### src/hw/rtl/dna_pkg.sv
// dual number alu package: action and fault codes, stage payload types, saturation helper
// no dependencies; imported by every module of the dual number alu
`timescale 1ns / 1ps
`default_nettype none

package dna_pkg;

  // action codes carried in the input tuser
  typedef enum logic [2:0] {
    OP_ADD  = 3'd0,
    OP_SUB  = 3'd1,
    OP_MUL  = 3'd2,
    OP_DIV  = 3'd3,
    OP_CONJ = 3'd4,
    OP_NORM = 3'd5,
    OP_SQRT = 3'd6,
    OP_INV  = 3'd7
  } dna_op_e;

  // fault codes carried in the output tuser
  typedef enum logic [1:0] {
    FAULT_OK   = 2'd0,
    FAULT_OVF  = 2'd1,
    FAULT_ZDIV = 2'd2,
    FAULT_SQRT = 2'd3
  } dna_fault_e;

  localparam int QW    = 32;  // width of one fixed point part
  localparam int DEN_W = 63;  // divisor and partial remainder width
  localparam int QB    = 33;  // quotient bits kept; larger quotients saturate
  localparam int SAT_W = 66;  // widest intermediate fed to saturation

  localparam logic [QW-1:0] Q_MAX = 32'h7fff_ffff;
  localparam logic [QW-1:0] Q_MIN = 32'h8000_0000;

  // one long division lane
  typedef struct packed {
    logic             neg;   // quotient sign
    logic             big;   // quotient at or above 2^QB
    logic [DEN_W-1:0] den;
    logic [DEN_W-1:0] rem;
    logic [QB-1:0]    q;
    logic [QB-1:0]    nlo;   // low numerator bits still to bring down
  } dna_lane_t;

  // result parts that travel alongside the lanes
  typedef struct packed {
    logic [QW-1:0] res_real;
    logic [QW-1:0] res_dual;
    dna_fault_e    fault;
    logic          ovf;
    logic          div_r;     // real part comes from lane 0
    logic          div_d;     // dual part comes from lane 1
    logic          sqrt_fix;  // real part and lane 1 divisor come from the root
  } dna_res_t;

  typedef struct packed {
    logic [QW-1:0] val;
    logic          ovf;
  } dna_sat_t;

  // clamp a signed value to the 32-bit range
  function automatic dna_sat_t dna_sat(input logic signed [SAT_W-1:0] v);
    dna_sat_t r;
    logic signed [SAT_W-1:0] hi;
    logic signed [SAT_W-1:0] lo;
    hi = SAT_W'(signed'(Q_MAX));
    lo = SAT_W'(signed'(Q_MIN));
    if (v > hi) begin
      r.val = Q_MAX;
      r.ovf = 1'b1;
    end else if (v < lo) begin
      r.val = Q_MIN;
      r.ovf = 1'b1;
    end else begin
      r.val = v[QW-1:0];
      r.ovf = 1'b0;
    end
    return r;
  endfunction

endpackage

`default_nettype wire

### src/hw/rtl/dna_div_prep.sv
// dual number alu division setup: root fixup, quotient range check, first remainder
// depends on dna_pkg
`timescale 1ns / 1ps
`default_nettype none

module dna_div_prep #(
  parameter int NUM_W    = 96,
  parameter int SQ_STEPS = 24
) (
  input  wire                      clk_i,
  input  wire                      rst_ni,
  input  wire                      adv_i,
  input  wire                      valid_i,
  input  wire dna_pkg::dna_res_t   res_i,
  input  wire dna_pkg::dna_lane_t  lane0_i,
  input  wire dna_pkg::dna_lane_t  lane1_i,
  input  wire [NUM_W-1:0]          num0_i,
  input  wire [NUM_W-1:0]          num1_i,
  input  wire [SQ_STEPS-1:0]       root_i,
  output logic                     valid_o,
  output dna_pkg::dna_res_t        res_o,
  output dna_pkg::dna_lane_t       lane0_o,
  output dna_pkg::dna_lane_t       lane1_o
);
  import dna_pkg::*;

  dna_res_t  res_d;
  dna_lane_t lane0_d, lane1_d;
  logic [NUM_W-QB-1:0] hi0, hi1;

  assign hi0 = num0_i[NUM_W-1:QB];
  assign hi1 = num1_i[NUM_W-1:QB];

  // quotient fits QB bits only while the upper numerator stays below the divisor
  always_comb begin
    res_d   = res_i;
    lane0_d = lane0_i;
    lane1_d = lane1_i;
    if (res_i.sqrt_fix) begin
      res_d.res_real = QW'(root_i);
      lane1_d.den    = DEN_W'({root_i, 1'b0});
    end
    lane0_d.big = hi0 >= lane0_d.den;
    lane0_d.rem = DEN_W'(hi0);
    lane0_d.nlo = num0_i[QB-1:0];
    lane0_d.q   = '0;
    lane1_d.big = hi1 >= lane1_d.den;
    lane1_d.rem = DEN_W'(hi1);
    lane1_d.nlo = num1_i[QB-1:0];
    lane1_d.q   = '0;
  end

  always_ff @(posedge clk_i or negedge rst_ni) begin
    if (!rst_ni) begin
      valid_o <= 1'b0;
    end else if (adv_i) begin
      valid_o <= valid_i;
    end
  end

  always_ff @(posedge clk_i) begin
    if (adv_i) begin
      res_o   <= res_d;
      lane0_o <= lane0_d;
      lane1_o <= lane1_d;
    end
  end

endmodule

`default_nettype wire

### config.mk
export PLATFORM = sky130hd
export DESIGN_NAME = dna_div_prep
export DESIGN_NICKNAME = d
export VERILOG_FILES = /design/src/hw/rtl/dna_pkg.sv /design/src/hw/rtl/dna_div_prep.sv
export SDC_FILE = /design/constraint.sdc
export NUM_CORES = 1
export LEC_CHECK = 0
export ABC_AREA = 1
export ABC_CLOCK_PERIOD_IN_PS = 2400
export BUFFER_PORTS_ARGS = -buffer_cell sky130_fd_sc_hd__buf_2
export CAP_MARGIN = 20
export CORE_AREA = 2 2 445 447
export CTS_BUF_LIST = sky130_fd_sc_hd__clkbuf_8
export CTS_CLUSTER_SIZE = 40
export DETAILED_ROUTE_END_ITERATION = 10
export DIE_AREA = 0 0 447 449
export SLEW_MARGIN = 20
export SYNTH_ARGS = -nofsm -noshare
export SYNTH_HDL_FRONTEND = slang
export SYNTH_SLANG_ARGS = --single-unit
export TNS_END_PERCENT = 5
### constraint.sdc
create_clock -name clk_i -period 2.4 [get_ports clk_i]
set_clock_uncertainty 0.2 [all_clocks]
set_input_delay 0.48 -clock clk_i [delete_from_list [all_inputs] [get_ports clk_i]]
set_output_delay 0.48 -clock clk_i [all_outputs]
set_load 0.05 [all_outputs]
==> metrics, run 1 <==
initial drt markers=1055; Post-Place Worst Slack=-0.6366 ns; die area=200700 sq um; Pwr per Cell Area=664.1 nW/um^2; CORE AREA=196200 sq um; Clock Tree Root=clkbuf_8; setup violators final=0; # fillers=21.95k; Hold WS=0.08834 ns; gr usage total=10.68%; Buf/Inv on CP=6; final worst path period share=95.75%; clk_lat worst skew=0.79 ns; post-route setup TNS=0 ns; total CTS buffers=77; type of the most critical hold path=in2reg; Detail Placement HPWL=92940 microns; area growth from synthesis to layout=86.89%; Critical Path Sink Type=flip-flop; worst vdd ir=0.0003206 V; area post-placement=25210 sq um; Reg2Reg Launch Point=valid_o; Unique masters post-synth=25; final hold vios=0; slowest cell delay on critical path=0.57 ns; PnR worst setup slack=0.1020 ns; Longest Clk Path Bufs=3; num rows=163; FF+latch count, synth=393; clk sinks=393; Pre-antenna DRT Iters=5; Max Cap Violations=0; H-tree levels=3; Yosys warning count=0; sequential standard cell area=11800 sq um; Worst-path clk slew=0.06 ns; Core Util, Final=15.93%; CP arrival=2.65 ns; via count=15.91k; Routed WL=110700 microns; drt wl/cell=20.15 microns; Highest Clock Rate=435.2 MHz; first-pass GRT wire length=140700 microns; critical path, cell by cell=buf_4, buf_6, dlygate4sd3_1, buf_4, nand2_1, nand2_1, inv_1, ha_1, nand2_1, nor2_2, buf_6, nand2_1, nor2_1, nand2_1, nor2_1, nand2_1, nand2_1, nor2_1, nand2_1; Setup crit start=res_i[0]; async set-or-reset flop fraction in the synthesized netlist=0.2545%; WP data required=2.75 ns; footprint of the multi-input gates=3889 sq um; CP Max Fanout=4; nets@finish=3558; CP max stage cell=dlygate4sd3_1; CTS tree=yes; number of global-route vias before repair=16.34k; Min-Delay Startpoint=root_i[14]; leakage power total=0.01395 uW; RSZ-0062 raised after global routing=false; RD Place Congestion=0.8466; Mapped Area=16720 sq um; Initial Utilization=8.522%; Die Span X=447 microns; Slew Limit Fails=0; sequential element share of the synthesized area=70.55%; share of cells above drive strength 1=38.56%; number of synthesized flops with an enable pin=392; antenna violations before repair=94; most used cell, CP=nand2_1; status=finished clean; DR DRC count=0; prevailing post-synth register cell=edfxtp_1; Worst path top cell family by delay=buffers and inverters; I/O pins=1137; average size of a mapped cell=13.01 sq um; Routed Antenna Nets=0; pin count of the biggest net entering global routing=44; Final Instance Area=31250 sq um; min Tclk post-route=2.298 ns; Crit Path Class=in2reg; grt total ovfl=0; Post-Syn Instances=1285; Die Y=449 microns; PortBufs=810; Worst setup SP type=input pin; via density per instance=2.895
[per-layer routing]
metal / track usage [%] / vias up / part of all wire, %
li1: - / 7209 / -
met1: 10.74 / 7485 / 34
met2: 18.78 / 906 / 50
met3: 4.402 / 255 / 11
met4: 5.490 / 52 / 5.3
met5: 0 / - / 0.31
[cells in the final DEF, fill, tap and decap left out, types with 4 or more instances in the layout]
cell type      count
clkinv_1          19
inv_2              5
buf_2            801
inv_1            204
diode_2           40
conb_1            66
buf_12            24
edfxtp_1         392
buf_4            137
a21oi_1           45
nand4_1           10
a21o_1             4
nand2_1          345
bufinv_16          4
nand3_1            9
nor2_1            52
dlygate4sd3_1    438
ha_1             126
o21a_1             5
clkinv_2           9
clkbuf_8          77
nor2_2             6
[state kept, by name, summed over array words and instances (netlist names)]
name and count:
lane0_o 161, lane1_o 161, res_o 70, valid_o 1
[Yosys cell counts (3+ instances only)]
| cell type | number | area (sq um) |
|---|---|---|
| edfxtp_1 | 392 | 11770 |
| nand2_1 | 345 | 1295 |
| inv_1 | 185 | 694.4 |
| ha_1 | 126 | 1577 |
| buf_4 | 69 | 518.0 |
| nor2_1 | 53 | 198.9 |
| a21oi_1 | 46 | 230.2 |
| buf_2 | 10 | 50.05 |
| nand4_1 | 10 | 62.56 |
| nand3_1 | 9 | 45.04 |
| inv_2 | 6 | 22.52 |
| nor2_2 | 5 | 31.28 |
| o21a_1 | 5 | 37.54 |
| a21o_1 | 4 | 30.03 |
| and2_1 | 3 | 18.77 |
| nand2_2 | 3 | 18.77 |
| nand3b_1 | 3 | 22.52 |
| o21ai_0 | 3 | 15.01 |
[cell families (layout without fill, tap and decap cells)]
group	Yosys count	count (layout)	share of synthesized area, %
AOI/OAI and AO/OA	58	58	1.871
adders and majority gates	126	126	9.429
buffers and inverters	270	1734	7.685
DFF	393	393	70.55
muxes	1	1	0.06735
other	1	106	0.02243
and+or+nand+nor	436	436	10.37
[power breakdown]
group          switching, uW  internal (uW)  total, uW
Clock                   3440           3480       6920
Combinational           3870           1620       5480
Sequential               169           8180       8350
[area by class of cell]
cell class,instances,share of cell area [%]
antenna,40,0.3203
clock buffer,77,3.392
clock inverter,62,1.369
inverter,191,2.302
multi-input combinational,687,12.44
sequential,393,37.75
tap,2640,10.57
timing repair buffer,1404,31.85
[through the flow]
stage	power (uW)	cells
2_1_floorplan	11310	1350
3_3_place_gp	13280	4874
3_5_place_dp	13320	4874
6_report	20750	5494
5_1_grt	21670	5474
4_1_cts	21140	5452
[worst paths after layout]
check,depth (start not counted),to,slack [ns]
setup / recovery,19,lane1_o[192],0.10
hold reg to reg,1,valid_o,0.31
hold / removal,3,res_o[52],0.09
max in group asynchronous,3,valid_o,1.55
setup reg to reg,1,valid_o,1.46
min in group asynchronous,3,valid_o,0.34
[repair_timing]
item,in CTS,in global routing
endpoints found under the setup margin,7,1
pin swaps,0,1
buffers inserted,0,2
hold buffers,439,0
resized for setup,7,6
hold endpoints to repair,455,0
No activity file was read; power rests on OpenSTA's default activity.
==> run 2, diff against run 1 <==
CORE_AREA = 10 10 430 432   (was 2 2 445 447)
DIE_AREA = 0 0 440 442   (was 0 0 447 449)
==> run 2 against run 1 <==
  * Hold slack better by 0.022 ns
  * Wire length about the same
  * Cell count down 5.8%
  * Clock power up 2%
==> metrics, run 2 (synthesis results as in run 1) <==
type of the most critical hold path=in2reg; num rows=154 (-5.5%); Combinational Power Share=26.1% (-0.3 points); CP arrival=2.68 ns (+0.03 ns); Reg2Reg Setup Slack=1.45 ns (about the same); total CTS buffers=77 (unchanged); Max Cap Violations=0 (unchanged); CTS tree=yes; pin count of the biggest net entering global routing=83 (+89%); Setup crit start=lane0_i[151]; Highest Clock Rate=423.3 MHz (-2.7%); die area=194500 sq um (-3.1%); Core Util, Final=17.54% (+1.6 points); final worst path period share=98.42% (+2.7 points); initial drt markers=863 (-18%); Routed Antenna Nets=0 (unchanged); Worst-path clk slew=0.06 ns (about the same); Net Sw Frac=35.57% (-0.46 points); gr usage total=10.90% (+0.22 points); antenna violations before repair=72 (-23%); area growth from synthesis to layout=84.36%; power share of the clock group=33.7% (+0.4 points); most used cell, CP=nand2_1; placed cell count=4568 (-6.3%); Sequential Power Share=40.1% (about the same); Worst-Margin Slew=0.5226 ns; Pre-antenna DRT Iters=5 (unchanged); H-tree levels=3 (unchanged); Reg2Reg Launch Point=valid_o; CP max stage cell=dlygate4sd3_1; Slew Limit Fails=0 (unchanged); Internal Power=13430 uW (+1.2%); Worst setup SP type=input pin; Pwr per Cell Area=676.4 nW/um^2 (+1.8%); PortBufs=810 (unchanged); Die Y=442 microns (-1.6%); status=finished clean; grt total ovfl=0 (unchanged); final hold vios=0 (unchanged); Routed WL=110700 microns (about the same); commonest non-fill, non-tap cell in the layout=buf_2; PnR worst setup slack=0.03784 ns (-0.06412 ns); largest registers=lane0_o (161), lane1_o (161), res_o (70); worst reg2reg endpoint=valid_o; I/O pins=1137 (unchanged); nets@finish=3552 (-0.17%); setup violators final=0 (unchanged); Worst Setup EP=lane0_o[192]; DR DRC count=0 (unchanged); Layout Cells excl Fill=5173 (-5.8%); Detail Placement HPWL=93500 microns (+0.60%); via count=15.74k (-1.0%); via density per instance=3.043 (+5.1%); worst vdd ir=0.0004336 V (+35%); CP Max Fanout=2 (-2); Buf/Inv on CP=4 (-2); RD Place Congestion=0.8416 (-0.59%); first-pass GRT wire length=144400 microns (+2.6%); Initial Utilization=9.515% (+0.99 points); Worst path top cell family by delay=buffers and inverters; min Tclk post-route=2.362 ns (+0.06412 ns); switching pwr=7417 uW (-0.81%); leakage power total=0.01394 uW (about the same); Die Span X=440 microns (-1.6%); clk_lat worst skew=0.78 ns (about the same); commonest cells after routing, fill and taps aside=buf_2 (805), dlygate4sd3_1 (439), edfxtp_1 (392); Post-Place Worst Slack=-1.301 ns (-0.6642 ns); number of global-route vias before repair=16.71k (+2.3%); R2R depth=1 (unchanged); CORE AREA=175700 sq um (-10%); WP data required=2.72 ns (-0.03 ns); critical path, cell by cell=dlygate4sd3_1, buf_4, inv_1, ha_1, a21o_1, nor2_1, nand2_1, buf_12, a21oi_1, nand2_1, nand2_1, nand2_1; Critical Path Sink Type=flip-flop; slowest cell delay on critical path=0.58 ns (about the same); Crit Path Class=in2reg; Longest Clk Path Bufs=3 (unchanged); Worst path depth=12 (-7); Slew HR=65.40%; share of cells above drive strength 1=38.84% (+0.28 points); Clock Tree Root=clkbuf_8; clk sinks=393 (unchanged); drt wl/cell=21.41 microns (+6.3%)
==> run 2: changes by cell type in the layout (fill, tap and decap cells not counted), moves of 3 or more <==
cell	previous run	this run
buf_12	24	21
buf_4	137	129
nand2_1	345	341
nor2_1	52	47
clkinvlp_4	3	0
nor2_2	6	11
nand2_2	3	7
buf_2	801	805
diode_2	40	24
==> run 2: final cells by class <==
class,instances,area (sq um)
Sequential cell,393,11800
Inverter,191,719.4
Antenna cell,24,60.06
Multi-Input combinational cell,687,3926
Fill cell,19390,144900
Tap cell,2340,2928
Timing Repair Buffer,1398,9866
Clock buffer,78,1074
Clock inverter,62,455.4
==> run 2: how the worst min path moves through the flow <==
stage	startpoint	end	slack [ns]	cells past startpoint
CTS	res_i[0]	res_o[66]	0.009	3
detailed placement	rst_ni	valid_o	0.06	1
global placement	rst_ni	valid_o	0.05	1
global route	res_i[0]	res_o[66]	0.06	3
finish	res_i[0]	res_o[66]	0.11	3
floorplan	rst_ni	valid_o	-0.02	0
==> run 2: what timing repair did <==
action / CTS / global route
setup endpoints to repair: 4 / 2
gates resized for setup: 7 / 16
setup buffers: 2 / 0
endpoints found under the hold margin: 484 / 0
pin swaps: 1 / 0
hold buffers: 440 / 0
gates cloned: 0 / 0
==> run 2: power groups by stage <==
| stage | clock network [uW] | registers, uW | logic (uW) |
|---|---|---|---|
| finish | 7030 | 8360 | 5450 |
| detailed placement | 0 | 8500 | 4820 |
| global route | 7640 | 8410 | 5780 |
| floorplan | 0 | 10400 | 886 |
| global placement | 0 | 8480 | 4800 |
| CTS | 7420 | 8370 | 5540 |
==> run 2: routing by layer <==
| layer | GRT usage, % | share of wire (%) |
|---|---|---|
| met4 | 4.460 | 4.4 |
| met2 | 19.65 | 51 |
| met3 | 4.064 | 9.3 |
| met5 | 0 | 0.22 |
| met1 | 11.27 | 35 |
==> run 2: per-stage QoR <==
step | setup TNS [ns] | hold slack, ns | total power [uW] | cell area [sq um]
after detailed placement | -1.623 | 0.05632 | 13320 | 24760
after CTS | 0 | 0.008824 | 21330 | 30720
final | 0 | 0.1106 | 20850 | 30820
after floorplan | 0 | -0.01559 | 11310 | 16960
after global placement | -1.672 | 0.05488 | 13280 | 24760
after global routing | -0.02642 | 0.05599 | 21830 | 30780
==> run 3, diff against run 2 <==
BUFFER_PORTS_ARGS = unset   (was -buffer_cell sky130_fd_sc_hd__buf_2)
CORE_AREA = 10 10 429 431   (was 10 10 430 432)
DIE_AREA = 0 0 439 441   (was 0 0 440 442)
DONT_BUFFER_PORTS = 1   (was unset)
MAX_ROUTING_LAYER = met4   (was unset)
==> run 3 against run 2 <==
  * The flow now finishes with violations (hold timing, setup timing)
  * Combinational power is 51% lower
  * Sequential share of layout area is 5.4 points higher
  * Clock-buffer cell count is 1 higher
  * Utilization is 2.1 points lower
  * Global-route usage is 1.1 points higher
  * Critical path type unchanged
  * Largest power group unchanged
==> metrics, run 3 (synthesis results as in run 1) <==
PnR worst setup slack=-0.005798 ns (-0.04364 ns); drt wl/cell=27.19 microns (+27%); commonest cells after routing, fill and taps aside=dlygate4sd3_1 (474), edfxtp_1 (392), nand2_1 (341); WP data required=2.83 ns (+0.11 ns); Worst setup SP type=input pin; Detail Placement HPWL=91740 microns (-1.9%); Max Cap Violations=0 (unchanged); Slew HR=35.99% (-29 points); clk_lat worst skew=0.77 ns (about the same); CP arrival=2.84 ns (+0.16 ns); I/O pins=1137 (unchanged); failing checks=hold timing, setup timing; status=finished with violations; final worst path period share=100.2% (+1.8 points); final hold vios=89 (+89); Pre-antenna DRT Iters=5 (unchanged); CP Max Fanout=36 (+34); Core Util, Final=15.40% (-2.1 points); CORE AREA=175300 sq um (-0.22%); setup violators final=1 (+1); H-tree levels=3 (unchanged); initial drt markers=1403 (+63%); Slew Limit Fails=0 (unchanged); Die Span X=439 microns (-0.23%); Longest Clk Path Bufs=3 (unchanged); via density per instance=3.072 (+0.93%); Initial Utilization=9.535% (+0.021 points); Highest Clock Rate=415.7 MHz (-1.8%); num rows=154 (unchanged); Die Y=441 microns (-0.23%); nets@finish=2769 (-22%); clk sinks=393 (unchanged); Clock Tree Root=clkbuf_8; leakage power total=0.01077 uW (-23%); total CTS buffers=79 (+2.6%); Pwr per Cell Area=751.9 nW/um^2 (+11%); area post-placement=20450 sq um (-17%); worst vdd ir=0.0003353 V (-23%); via count=13.60k (-14%); Final Instance Area=27000 sq um (-12%); largest registers=lane0_o (161), lane1_o (161), res_o (70); antenna violations before repair=93 (+29%); Critical Path Sink Type=flip-flop; PortBufs=0 (-100%); Worst-Margin Slew=0.9601 ns (+0.4375 ns); share of cells above drive strength 1=13.44% (-25 points); pin count of the biggest net entering global routing=394 (+370%); Worst-path clk slew=0.05 ns (about the same); number of global-route vias before repair=13.51k (-19%); CTS tree=yes; die area=193600 sq um (-0.45%); min Tclk post-route=2.406 ns (+0.04364 ns); type of the most critical hold path=in2reg; RD Place Congestion=0.8151 (-3.1%); Routed WL=120400 microns (+8.7%); RSZ-0062 raised after global routing=true; area growth from synthesis to layout=61.48%; Crit Path Class=in2reg; first-pass GRT wire length=146200 microns (+1.2%); grt total ovfl=0 (unchanged); Routed Antenna Nets=0 (unchanged); Hold WS=-0.3856 ns (-0.4962 ns); commonest non-fill, non-tap cell in the layout=dlygate4sd3_1; gr usage total=12.01% (+1.1 points); post-cts hold buffer count=474 (+7.7%); DR DRC count=0 (unchanged)
-- run 3: changes by cell type in the layout (fill, tap and decap cells not counted), sizes merged --
cell,change
clkinv,-8
dlymetal6s4s,-1
dlygate4sd3,+35
clkinvlp,+5
buf,-820
bufinv,+2
diode,+45
clkbuf,+2
inv,-7
-- run 3: path summary, 6_finish.rpt --
kind / startpoint / end / slack (ns) / cells after the start
setup / recovery: res_i[0] / lane1_o[192] / -0.006 / 13
hold / removal: adv_i / lane0_o[72] / -0.39 / 0
max in group asynchronous: rst_ni / valid_o / 1.65 / 2
setup reg to reg: valid_o / valid_o / 0.62 / 2
hold reg to reg: valid_o / valid_o / 1.25 / 2
min in group asynchronous: rst_ni / valid_o / 0.25 / 2
-- run 3: stage by stage --
stage	TNS (ns)	total power, uW	std cells	setup slack, ns	hold slack [ns]
floorplan	0	11310	1350	0.03454	-0.01559
global placement	-1.163	12250	3747	-1.163	-0.01554
detailed placement	-1.152	12280	3747	-1.148	-0.01555
CTS	-0.6077	20590	4354	-0.08084	-0.4864
global route	-0.2906	21180	4408	-0.07208	-0.5121
finish	-0.005798	20300	4426	-0.005798	-0.3856
-- run 3: layout make-up --
cell class                      count  area (sq um)
Fill cell                       19480        148300
Timing Repair Buffer              613          5946
Clock buffer                       79          1087
Multi-Input combinational cell    687          3914
Inverter                          191         719.4
Sequential cell                   393         11800
Antenna cell                       69         172.7
Clock inverter                     54         435.4
Tap cell                         2340          2928
-- run 3: repair_timing --
action | in CTS | in global routing
setup buffers | 0 | 0
cloned | 0 | 1
resized for setup | 8 | 4
hold endpoints to repair | 785 | 89
setup endpoints to repair | 15 | 7
-- run 3: routing by layer --
| metal | wire (microns) | global-route usage [%] |
|---|---|---|
| met5 | 0 | - |
| met4 | 5157 | 4.751 |
| met3 | 14370 | 5.191 |
| met2 | 59060 | 19.83 |
| met1 | 41770 | 12.63 |
-- run 3: critical path, cell delays in order --
cell and delay (ns):
inv_4 0.13, buf_12 0.18, buf_4 0.18, nand2_1 0.15, ha_1 0.32, nand2_1 0.06
nor2_1 0.36, nand4_1 0.25, nor2_2 0.31, nand2_1 0.09, nand2_1 0.07, nand2_1 0.06
nand2_1 0.08
-- run 3: where the power goes --
group | switching, uW | total, uW | internal [uW]
Sequential | 2110 | 10300 | 8240
Clock | 3470 | 7290 | 3820
Combinational | 1610 | 2660 | 1050
