`src/hw/rtl/dna_pkg.sv`:
```
// dual number alu package: action and fault codes, stage payload types, saturation helper
// no dependencies; imported by every module of the dual number alu
`timescale 1ns / 1ps
`default_nettype none

package dna_pkg;

  // action codes carried in the input tuser
  typedef enum logic [2:0] {
    OP_ADD  = 3'd0,
    OP_SUB  = 3'd1,
    OP_MUL  = 3'd2,
    OP_DIV  = 3'd3,
    OP_CONJ = 3'd4,
    OP_NORM = 3'd5,
    OP_SQRT = 3'd6,
    OP_INV  = 3'd7
  } dna_op_e;

  // fault codes carried in the output tuser
  typedef enum logic [1:0] {
    FAULT_OK   = 2'd0,
    FAULT_OVF  = 2'd1,
    FAULT_ZDIV = 2'd2,
    FAULT_SQRT = 2'd3
  } dna_fault_e;

  localparam int QW    = 32;  // width of one fixed point part
  localparam int DEN_W = 63;  // divisor and partial remainder width
  localparam int QB    = 33;  // quotient bits kept; larger quotients saturate
  localparam int SAT_W = 66;  // widest intermediate fed to saturation

  localparam logic [QW-1:0] Q_MAX = 32'h7fff_ffff;
  localparam logic [QW-1:0] Q_MIN = 32'h8000_0000;

  // one long division lane
  typedef struct packed {
    logic             neg;   // quotient sign
    logic             big;   // quotient at or above 2^QB
    logic [DEN_W-1:0] den;
    logic [DEN_W-1:0] rem;
    logic [QB-1:0]    q;
    logic [QB-1:0]    nlo;   // low numerator bits still to bring down
  } dna_lane_t;

  // result parts that travel alongside the lanes
  typedef struct packed {
    logic [QW-1:0] res_real;
    logic [QW-1:0] res_dual;
    dna_fault_e    fault;
    logic          ovf;
    logic          div_r;     // real part comes from lane 0
    logic          div_d;     // dual part comes from lane 1
    logic          sqrt_fix;  // real part and lane 1 divisor come from the root
  } dna_res_t;

  typedef struct packed {
    logic [QW-1:0] val;
    logic          ovf;
  } dna_sat_t;

  // clamp a signed value to the 32-bit range
  function automatic dna_sat_t dna_sat(input logic signed [SAT_W-1:0] v);
    dna_sat_t r;
    logic signed [SAT_W-1:0] hi;
    logic signed [SAT_W-1:0] lo;
    hi = SAT_W'(signed'(Q_MAX));
    lo = SAT_W'(signed'(Q_MIN));
    if (v > hi) begin
      r.val = Q_MAX;
      r.ovf = 1'b1;
    end else if (v < lo) begin
      r.val = Q_MIN;
      r.ovf = 1'b1;
    end else begin
      r.val = v[QW-1:0];
      r.ovf = 1'b0;
    end
    return r;
  endfunction

endpackage

`default_nettype wire

```
`src/hw/rtl/dna_sqrt_step.sv`:
```
// dual number alu square root stage: one root bit per stage, restoring form
// depends on dna_pkg for the shared coding style only
`timescale 1ns / 1ps
`default_nettype none

module dna_sqrt_step #(
  parameter int SQ_STEPS = 24,
  parameter int RAD_W    = 48,
  parameter int PW       = 64
) (
  input  wire                    clk_i,
  input  wire                    rst_ni,
  input  wire                    adv_i,
  input  wire                    valid_i,
  input  wire [RAD_W-1:0]        rad_i,
  input  wire [SQ_STEPS+1:0]     rem_i,
  input  wire [SQ_STEPS-1:0]     root_i,
  input  wire [PW-1:0]           pass_i,
  output logic                   valid_o,
  output logic [RAD_W-1:0]       rad_o,
  output logic [SQ_STEPS+1:0]    rem_o,
  output logic [SQ_STEPS-1:0]    root_o,
  output logic [PW-1:0]          pass_o
);
  import dna_pkg::*;

  logic [SQ_STEPS+1:0] rem_t, trial, rem_d;
  logic [SQ_STEPS-1:0] root_d;
  logic                ge;

  // bring down two radicand bits and try the next root bit
  assign rem_t  = {rem_i[SQ_STEPS-1:0], rad_i[RAD_W-1 -: 2]};
  assign trial  = {root_i, 2'b01};
  assign ge     = rem_t >= trial;
  assign rem_d  = ge ? (rem_t - trial) : rem_t;
  assign root_d = {root_i[SQ_STEPS-2:0], ge};

  always_ff @(posedge clk_i or negedge rst_ni) begin
    if (!rst_ni) begin
      valid_o <= 1'b0;
    end else if (adv_i) begin
      valid_o <= valid_i;
    end
  end

  always_ff @(posedge clk_i) begin
    if (adv_i) begin
      rad_o  <= rad_i << 2;
      rem_o  <= rem_d;
      root_o <= root_d;
      pass_o <= pass_i;
    end
  end

endmodule

`default_nettype wire

```
`config.mk`:
```
export PLATFORM = sky130hd
export DESIGN_NAME = dna_sqrt_step
export DESIGN_NICKNAME = d
export VERILOG_FILES = /design/src/hw/rtl/dna_pkg.sv /design/src/hw/rtl/dna_sqrt_step.sv
export SDC_FILE = /design/constraint.sdc
export NUM_CORES = 1
export LEC_CHECK = 0
export BUFFER_PORTS_ARGS = -buffer_cell sky130_fd_sc_hd__buf_2
export CAP_MARGIN = 20
export CORE_ASPECT_RATIO = 0.9
export CORE_MARGIN = 2
export CORE_UTILIZATION = 23
export CTS_CLUSTER_DIAMETER = 100
export DETAILED_ROUTE_END_ITERATION = 7
export GPL_TIMING_DRIVEN = 1
export HOLD_SLACK_MARGIN = 0.02
export MAX_ROUTING_LAYER = met4
export SETUP_SLACK_MARGIN = 0.5
export SYNTH_ARGS = -nofsm -noshare
export SYNTH_HDL_FRONTEND = slang
export SYNTH_SLANG_ARGS = --single-unit
```
`constraint.sdc`:
```
create_clock -name clk_i -period 1.08 [get_ports clk_i]
set_input_delay 0.108 -clock clk_i [delete_from_list [all_inputs] [get_ports clk_i]]
set_output_delay 0.108 -clock clk_i [all_outputs]
set_load 0.02 [all_outputs]
```
==> impl_metrics.env, run 1 <==
export IMPL_max_slew_margin_pct=63.4
export IMPL_netlist_area_um2=6680
export IMPL_p_leak_nw=5.62
export IMPL_grt_pass1_vias=6061
export IMPL_min_path_type="in -> reg"
export IMPL_worst_slew_pin_slew_ns=0.544
export IMPL_grt_pass1_wl_um=33700
export IMPL_power_mw=18.9
export IMPL_path_depth=11
export IMPL_startpoint="rem_i[0]"
export IMPL_io_pins=329
export IMPL_synth_simple_area_share_pct=3.76
export IMPL_finalHoldViolCount=4
export IMPL_clockBufferDepth=2
export IMPL_crit_slowest_cell="o31a_4"
export IMPL_arrival_ns=2.17
export IMPL_yosysWarnings=0
export IMPL_yosysSeqAreaShare_pct=72.3
export IMPL_skew_ns=0
export IMPL_synth_area_mux_share_pct=5.15
export IMPL_coreArea_um2=28700
export IMPL_yosysTopAreaCell="edfxtp_1"
export IMPL_grt_max_degree=31
export IMPL_fp_dieH_um=166
export IMPL_worstSetupStartpointType="input pin"
export IMPL_antenna_found_initial=2
export IMPL_route_detailed_drc=0
export IMPL_rsz0062_at_grt="true"
export IMPL_max_freq_mhz=504
export IMPL_synth_top_area_share_pct=71.9
export IMPL_path_max_fanout=8
export IMPL_gp_congestion=0.797
export IMPL_track_usage_pct=15.1
export IMPL_layout_commonest_cell="buf_2"
export IMPL_drtIter0Drc=237
export IMPL_synth_top_family_by_area="compound AO/OA/AOI/OAI gates"
export IMPL_vias=5632
export IMPL_fin_crit_sh_pct=184
export IMPL_critPathBufInv=2
export IMPL_synth_flop_cell="edfxtp_1"
export IMPL_failed_checks="hold timing, setup timing"
export IMPL_die_w_um=184
export IMPL_cts_tree="done"
export IMPL_synth_compound_area_share_pct=8.35
export IMPL_ys_ff_latch=161
export IMPL_crit_required_ns=1.26
export IMPL_final_area_um2=13000
export IMPL_viasPerCell=4.16
export IMPL_dpl_cell_area_um2=9770
export IMPL_rrSetupSlack_ns=0.29
export IMPL_slowest_delay_ns=0.29
export IMPL_dpl_hpwl_um=15800
export IMPL_whs_path_depth=2
export IMPL_avgSynthCellArea_um2=17.0
export IMPL_nFillCells=2525
export IMPL_final_cell_mix="buf_2, edfxtp_1, buf_6"
export IMPL_cts_made_buffers=17
export IMPL_dr_pass1_iters=4
export IMPL_areaGrowthSynthToFinish_pct=94.3
export IMPL_powerDensity_nw_per_um2=1450
export IMPL_start_util_pct=23.3
export IMPL_crit_type="in -> reg"
export IMPL_routed_wl_um=23200
export IMPL_worstSetupEndpoint="rem_o[11]$_DFFE_PP_"
export IMPL_cts_root_buffer="clkbuf_16"
export IMPL_ir_drop_uv=936
export IMPL_fin_crit_ns=1.99
export IMPL_async_reset_ff_share_pct=0.621
export IMPL_htreeDepth=4
export IMPL_setup_slack_ns=-0.905
export IMPL_path_cells="buf_6 > ha_4 > nor2b_4 > o31a_4 > o221ai_4 > a21oi_4 > a41o_1 > a31oi_4 > nor2_4 > buf_12 > mux2_4"
export IMPL_syn_inst=394
export IMPL_worstSkewPairLatency_ns=0.43
export IMPL_drive_gt1_share_pct=56.6
export IMPL_fin_nets=1166
export IMPL_yosysUniqueCellTypes=50
export IMPL_r2r_cells=1
export IMPL_overflow=0
export IMPL_synth_edf_count=160
export IMPL_synth_adder_area_share_pct=4.87
export IMPL_setup_viol=82
export IMPL_yosys_top_cells_area="edfxtp_1, ha_1, mux2_4"
export IMPL_clock_sinks=161
export IMPL_regToRegEndpoint="valid_o$_DFFE_PN0P_"
export IMPL_synth_xor_area_share_pct=3.02
export IMPL_end_kind="flop"
export IMPL_num_rows=59
export IMPL_dieArea_um2=30400
export IMPL_hold_worst_slack_ns=-0.0954
export IMPL_ant_nets=0
export IMPL_drv_cap=0
export IMPL_slew_violations=0
export IMPL_critical_path_top_delay_family="compound AO/OA/AOI/OAI gates"
export IMPL_io_buffers=324
export IMPL_wl_per_cell_um=17.1
export IMPL_outcome="finished, violations left"
export IMPL_r2r_start="valid_o$_DFFE_PN0P_"
export IMPL_clk_transition_reported_paths_ns=0.07
==> area by class of cell <==
type | count | area (µm²) | share of cell area, %
inverters | 27 | 144 | 1.11
clock buffers | 17 | 425 | 3.28
repair buffers | 569 | 4860 | 37.5
clock inverters | 15 | 164 | 1.26
well taps | 366 | 458 | 3.53
flip-flops and latches | 161 | 4830 | 37.2
diodes | 2 | 5.00 | 0.0386
multi-input cells | 198 | 2090 | 16.1
==> per-stage QoR <==
step	setup slack (ns)	setup TNS, ns	hold slack, ns	util (%)	instances
floorplan	-1.24	-31.67	-0.188	-	395
global placement	-1.92	-49.56	-0.117	34.0	1173
detailed placement	-1.94	-50.04	-0.116	34.0	1173
CTS	-0.867	-26.21	-0.124	43.5	1350
global route	-0.964	-32.73	-0.129	45.2	1355
finish	-0.905	-24.62	-0.0954	45.2	1355
==> state kept, by name, summed over array words and instances, names as in the netlist <==
register	count
rem_o	26
root_o	24
pass_o	64
rad_o	46
valid_o	1
==> metal layers <==
| metal | routed length (µm) | vias to the layer above | global-route usage [%] |
|---|---|---|---|
| met2 | 12300 | 222 | 27.3 |
| met5 | 0 | - | - |
| li1 | - | 2679 | - |
| met3 | 1380 | 31 | 3.61 |
| met1 | 9100 | 2700 | 16.4 |
| met4 | 428 | 0 | 4.70 |
==> report_power, final <==
group	switching [mW]	internal (mW)	total [mW]
Combinational	2.23	2.66	4.89
Clock	3.06	3.12	6.17
Sequential	0.266	7.53	7.80
Total	5.55	13.3	18.9
==> how the worst min path moves through the flow <==
stage                       start  slack, ns                  end
final                     valid_i       -0.1  valid_o$_DFFE_PN0P_
after global placement     rst_ni      -0.12  valid_o$_DFFE_PN0P_
after floorplan            rst_ni      -0.19  valid_o$_DFFE_PN0P_
after global routing      valid_i      -0.13  valid_o$_DFFE_PN0P_
after detailed placement   rst_ni      -0.12  valid_o$_DFFE_PN0P_
after CTS                 valid_i      -0.12  valid_o$_DFFE_PN0P_
==> synth_stat cells (3+ instances only) <==
library cell and number:
a211o_1 5, a21o_1 12, a21oi_1 19, buf_2 4
edfxtp_1 160, ha_1 26, inv_1 27, mux2_2 7
mux2_4 17, nand2_1 16, nand4_1 6, nor2_1 14
o21a_1 7, o21ai_0 5, o21ai_1 3, xnor2_1 15
xor2_1 8
==> timing repair <==
action,4_1_cts,5_1_grt
pin swaps,23,11
endpoints found under the setup margin,189,193
hold buffers,133,1
resized for setup,197,145
gates cloned,1,0
buffers inserted,11,2
endpoints found under the hold margin,150,15
==> kinds of logic after synthesis <==
| family | after synthesis |
|---|---|
| other cells | 1 |
| flops | 161 |
| buf+inv | 37 |
| compound gates | 73 |
| simple gates | 48 |
| fa+ha+maj | 26 |
| xor+xnor | 23 |
| mux | 25 |
No activity file was read; power rests on OpenSTA's default activity.
==> inputs of run 2 (changes only) <==
Settings changed: SKIP_LAST_GASP from default to 1.
==> impl_metrics.env, run 2 (synthesized netlist as in run 1, its figures left out) <==
export IMPL_outcome="finished, violations left"
export IMPL_grt_pass1_vias=6088
export IMPL_areaGrowthSynthToFinish_pct=94.0
export IMPL_cts_root_buffer="clkbuf_16"
export IMPL_cts_made_buffers=17
export IMPL_clockBufferDepth=2
export IMPL_worstSkewPairLatency_ns=0.43
export IMPL_worstSetupStartpointType="input pin"
export IMPL_io_buffers=324
export IMPL_htreeDepth=4
export IMPL_route_detailed_drc=0
export IMPL_final_cell_mix="buf_2, edfxtp_1, buf_6"
export IMPL_p_leak_nw=5.62
export IMPL_wl_per_cell_um=17.2
export IMPL_setup_viol=86
export IMPL_startpoint="rem_i[0]"
export IMPL_dpl_hpwl_um=15800
export IMPL_track_usage_pct=15.1
export IMPL_ant_nets=0
export IMPL_crit_slowest_cell="o31a_4"
export IMPL_seq_area_um2=4830
export IMPL_hold_worst_slack_ns=-0.0944
export IMPL_end_kind="flop"
export IMPL_drive_gt1_share_pct=56.4
export IMPL_dieArea_um2=30400
export IMPL_largest_reg_flops=64
export IMPL_pwr_share_comb_pct=25.8
export IMPL_start_util_pct=23.3
export IMPL_nFillCells=2525
export IMPL_regToRegEndpoint="valid_o$_DFFE_PN0P_"
export IMPL_fin_crit_sh_pct=184
export IMPL_slowest_delay_ns=0.29
export IMPL_failed_checks="hold timing, setup timing"
export IMPL_power_internal_mw=13.3
export IMPL_path_max_fanout=8
export IMPL_critical_path_top_delay_family="compound AO/OA/AOI/OAI gates"
export IMPL_fin_crit_ns=1.98
export IMPL_p_sw_share_pct=29.5
export IMPL_min_path_type="in -> reg"
export IMPL_antenna_found_initial=2
export IMPL_powerDensity_nw_per_um2=1460
export IMPL_coreArea_um2=28700
export IMPL_viasPerCell=4.15
export IMPL_grt_pass1_wl_um=33700
export IMPL_drtIter0Drc=216
export IMPL_rrSetupSlack_ns=0.29
export IMPL_routed_wl_um=23300
export IMPL_p_switching_mw=5.56
export IMPL_vias=5630
export IMPL_pre_cts_slack_ns=-1.94
export IMPL_num_rows=59
export IMPL_top_register="pass_o"
export IMPL_worst_slew_pin_slew_ns=0.524
export IMPL_rsz0062_at_grt="true"
export IMPL_fin_nets=1166
export IMPL_grt_max_degree=31
export IMPL_largest_registers="pass_o x64, rad_o x46, rem_o x26"
export IMPL_multi_input_area_um2=2090
export IMPL_worstSetupEndpoint="rem_o[6]$_DFFE_PP_"
export IMPL_finalHoldViolCount=7
export IMPL_cts_tree="done"
export IMPL_critPathBufInv=2
export IMPL_ir_drop_uv=939
export IMPL_path_cells="buf_6 > ha_4 > nor2b_4 > o31a_4 > o221ai_4 > a21oi_4 > a41o_1 > a31oi_4 > nor2_4 > buf_12 > mux2_4"
export IMPL_p_seq_share_pct=41.4
export IMPL_overflow=0
export IMPL_max_slew_margin_pct=64.7
export IMPL_clkPwrFrac_pct=32.8
export IMPL_crit_type="in -> reg"
export IMPL_drv_cap=0
export IMPL_setup_slack_ns=-0.902
export IMPL_r2r_cells=1
export IMPL_skew_ns=0
export IMPL_clock_sinks=161
export IMPL_layout_commonest_cell="buf_2"
export IMPL_slew_violations=0
export IMPL_gp_congestion=0.797
export IMPL_dr_pass1_iters=4
export IMPL_crit_required_ns=1.26
export IMPL_clk_transition_reported_paths_ns=0.07
export IMPL_path_depth=11
export IMPL_r2r_start="valid_o$_DFFE_PN0P_"
export IMPL_max_freq_mhz=504
export IMPL_io_pins=329
export IMPL_fp_dieH_um=166
export IMPL_arrival_ns=2.17
export IMPL_die_w_um=184
run 2: layer usage:
metal / part of all wire (%) / global-route usage (%)
met3: 5.9 / 3.63
met2: 53 / 27.5
met1: 39 / 16.2
met5: 0 / -
met4: 1.8 / 4.38
run 2: worst min path at each step:
stage	slack (ns)	end	cells past startpoint	startpoint
finish	-0.09	valid_o$_DFFE_PN0P_	2	valid_i
detailed placement	-0.12	valid_o$_DFFE_PN0P_	1	rst_ni
CTS	-0.12	valid_o$_DFFE_PN0P_	2	valid_i
global route	-0.13	valid_o$_DFFE_PN0P_	2	valid_i
global placement	-0.12	valid_o$_DFFE_PN0P_	1	rst_ni
floorplan	-0.19	valid_o$_DFFE_PN0P_	0	rst_ni
run 2: through the flow:
stage | total power, mW | utilization [%] | TNS (ns) | instance area (µm²) | instances
after global routing | 19.6 | 45.1 | -32.89 | 13000 | 1355
after global placement | 11.4 | 34.0 | -49.56 | 9770 | 1173
after CTS | 18.7 | 43.3 | -26.25 | 12400 | 1350
after floorplan | 9.78 | - | -31.67 | 6960 | 395
after detailed placement | 11.5 | 34.0 | -50.04 | 9770 | 1173
final | 18.9 | 45.1 | -24.69 | 13000 | 1355
run 2: what timing repair did:
item                                    CTS  global route
setup buffers                            11             2
pin swaps                                23            11
gates cloned                              1             0
endpoints found under the hold margin   150            15
endpoints found under the setup margin  189           194
gates resized for setup                 186           149
hold buffers                            133             1
run 2: area by class of cell:
class	instances	area share, %
clock inverter	15	1.26
tap	366	3.53
antenna	2	0.0386
inverter	27	1.09
clock buffer	17	3.28
multi-input combinational	198	16.1
timing repair buffer	569	37.4
sequential	161	37.3
run 2: power by group through the flow:
stage               clock [mW]  sequential [mW]  combinational, mW
floorplan                    0             8.55               1.24
global placement             0             7.80               3.62
detailed placement           0             7.81               3.65
CTS                       6.36             7.74               4.58
global route              6.61             7.86               5.18
finish                    6.18             7.80               4.87
==> inputs of run 3 (changes only) <==
Settings changed: CTS_BUF_LIST from default to sky130_fd_sc_hd__clkbuf_8, PLACE_DENSITY from default to 0.48.
==> impl_metrics.env, run 3 (synthesized netlist as in run 1, its figures left out) <==
export IMPL_outcome="finished, violations left"
export IMPL_failed_checks="hold timing, setup timing"
export IMPL_cts_tree="done"
export IMPL_drive_gt1_share_pct=56.6
export IMPL_fin_crit_sh_pct=188
export IMPL_route_detailed_drc=0
export IMPL_antenna_found_initial=1
export IMPL_crit_required_ns=1.30
export IMPL_setup_slack_ns=-0.946
export IMPL_crit_slowest_cell="a211o_1"
export IMPL_start_util_pct=23.3
export IMPL_dpl_hpwl_um=15400
export IMPL_end_kind="flop"
export IMPL_largest_reg_flops=64
export IMPL_hold_end="valid_o$_DFFE_PN0P_"
export IMPL_dieArea_um2=30400
export IMPL_max_slew_margin_pct=62.5
export IMPL_setup_viol=185
export IMPL_coreArea_um2=28700
export IMPL_path_cells="buf_6 > inv_4 > ha_4 > buf_6 > a21o_1 > a21o_1 > a21o_1 > a211o_1 > a31oi_4 > buf_6 > nor2_4 > buf_12 > mux2_4"
export IMPL_p_leak_nw=5.51
export IMPL_ant_nets=0
export IMPL_top_register="pass_o"
export IMPL_areaGrowthSynthToFinish_pct=92.3
export IMPL_clk_transition_reported_paths_ns=0.10
export IMPL_final_area_um2=12800
export IMPL_fp_dieH_um=166
export IMPL_r2r_cells=1
export IMPL_critical_path_top_delay_family="compound AO/OA/AOI/OAI gates"
export IMPL_skew_ns=0
export IMPL_regToRegEndpoint="valid_o$_DFFE_PN0P_"
export IMPL_gp_congestion=0.753
export IMPL_drv_cap=0
export IMPL_drtIter0Drc=263
export IMPL_cts_made_buffers=17
export IMPL_worstSkewPairLatency_ns=0.45
export IMPL_worst_slew_pin_slew_ns=0.560
export IMPL_finalHoldViolCount=12
export IMPL_viasPerCell=4.17
export IMPL_vias=5652
export IMPL_grt_pass1_wl_um=33200
export IMPL_dpl_cell_area_um2=9710
export IMPL_hold_start="valid_i"
export IMPL_path_max_fanout=8
export IMPL_wl_per_cell_um=17.0
export IMPL_rsz0062_at_grt="true"
export IMPL_r2r_start="valid_o$_DFFE_PN0P_"
export IMPL_min_path_type="in -> reg"
export IMPL_die_w_um=184
export IMPL_grt_pass1_vias=5890
export IMPL_arrival_ns=2.25
export IMPL_critPathBufInv=5
export IMPL_largest_registers="pass_o x64, rad_o x46, rem_o x26"
export IMPL_fin_crit_ns=2.03
export IMPL_max_freq_mhz=494
export IMPL_layout_commonest_cell="buf_2"
export IMPL_io_buffers=324
export IMPL_routed_wl_um=23000
export IMPL_num_rows=59
export IMPL_track_usage_pct=14.8
export IMPL_htreeDepth=4
export IMPL_clock_sinks=161
export IMPL_hold_worst_slack_ns=-0.120
export IMPL_crit_type="in -> reg"
export IMPL_final_cell_mix="buf_2, edfxtp_1, buf_6"
export IMPL_worstSetupStartpointType="input pin"
export IMPL_cts_root_buffer="clkbuf_8"
export IMPL_whs_path_depth=2
export IMPL_overflow=0
export IMPL_dr_pass1_iters=4
export IMPL_holdBufCountCts=135
export IMPL_clockBufferDepth=2
export IMPL_ir_drop_uv=813
export IMPL_io_pins=329
export IMPL_fin_nets=1166
export IMPL_fin_util_pct=44.7
export IMPL_slowest_delay_ns=0.29
export IMPL_rrSetupSlack_ns=0.29
export IMPL_powerDensity_nw_per_um2=1350
export IMPL_slew_violations=0
export IMPL_grt_max_degree=30
## run 3: cell count changes in the layout (fill, tap and decap cells not counted), moves of 3 or more
cell,before,now
buf_2,181,176
buf_6,149,153
clkbuf_16,17,1
clkbuf_8,0,17
dlygate4sd3_1,129,135
dlymetal6s4s_1,5,0
inv_2,9,6
mux2_2,4,1
mux2_4,20,23
## run 3: cell type report
cell class	count	area, µm²
clock inverter	15	166
clock buffer	17	234
tap	366	458
multi-input combinational	198	2130
timing repair buffer	569	4870
inverter	27	146
fill	2593	15900
antenna	1	2.50
sequential	161	4830
## run 3: worst max path at each step
stage	startpoint	slack [ns]	cells past startpoint	endpoint
2_1_floorplan	root_i[12]	-1.24	12	rem_o[17]$_DFFE_PP_
3_3_place_gp	root_i[12]	-1.99	11	rem_o[2]$_DFFE_PP_
3_5_place_dp	root_i[1]	-2.02	11	rem_o[3]$_DFFE_PP_
4_1_cts	rem_i[11]	-0.88	11	rem_o[3]$_DFFE_PP_
5_1_grt	root_i[8]	-0.97	12	rem_o[18]$_DFFE_PP_
6_report	root_i[17]	-0.95	13	rem_o[18]$_DFFE_PP_
## run 3: routing by layer
metal	global-route usage, %	wire length, µm	up-vias
met4	3.37	327	0
met5	-	0	-
met2	27.1	12400	193
met3	4.16	1490	21
li1	-	-	2672
met1	15.7	8800	2766
## run 3: where the power goes
part | internal [mW] | switching [mW]
combinational | 2.70 | 2.26
sequential | 7.53 | 0.247
clock | 1.75 | 2.82
total | 12.0 | 5.32
## run 3: what timing repair did
action,4_1_cts,5_1_grt
gates resized for setup,169,179
gates cloned,2,0
pin swaps,22,13
endpoints found under the setup margin,189,189
hold endpoints to repair,166,32
buffers inserted,12,4
## run 3: through the flow
| step | power (mW) | setup TNS (ns) | std cells | hold WS [ns] | worst slack (ns) |
|---|---|---|---|---|---|
| after floorplan | 9.78 | -31.67 | 395 | -0.188 | -1.24 |
| after global placement | 11.4 | -51.85 | 1168 | -0.116 | -1.99 |
| after detailed placement | 11.4 | -51.97 | 1168 | -0.115 | -2.02 |
| after CTS | 17.1 | -34.57 | 1349 | -0.164 | -0.877 |
| after global routing | 18.1 | -40.77 | 1354 | -0.150 | -0.967 |
| final | 17.3 | -29.11 | 1354 | -0.120 | -0.946 |
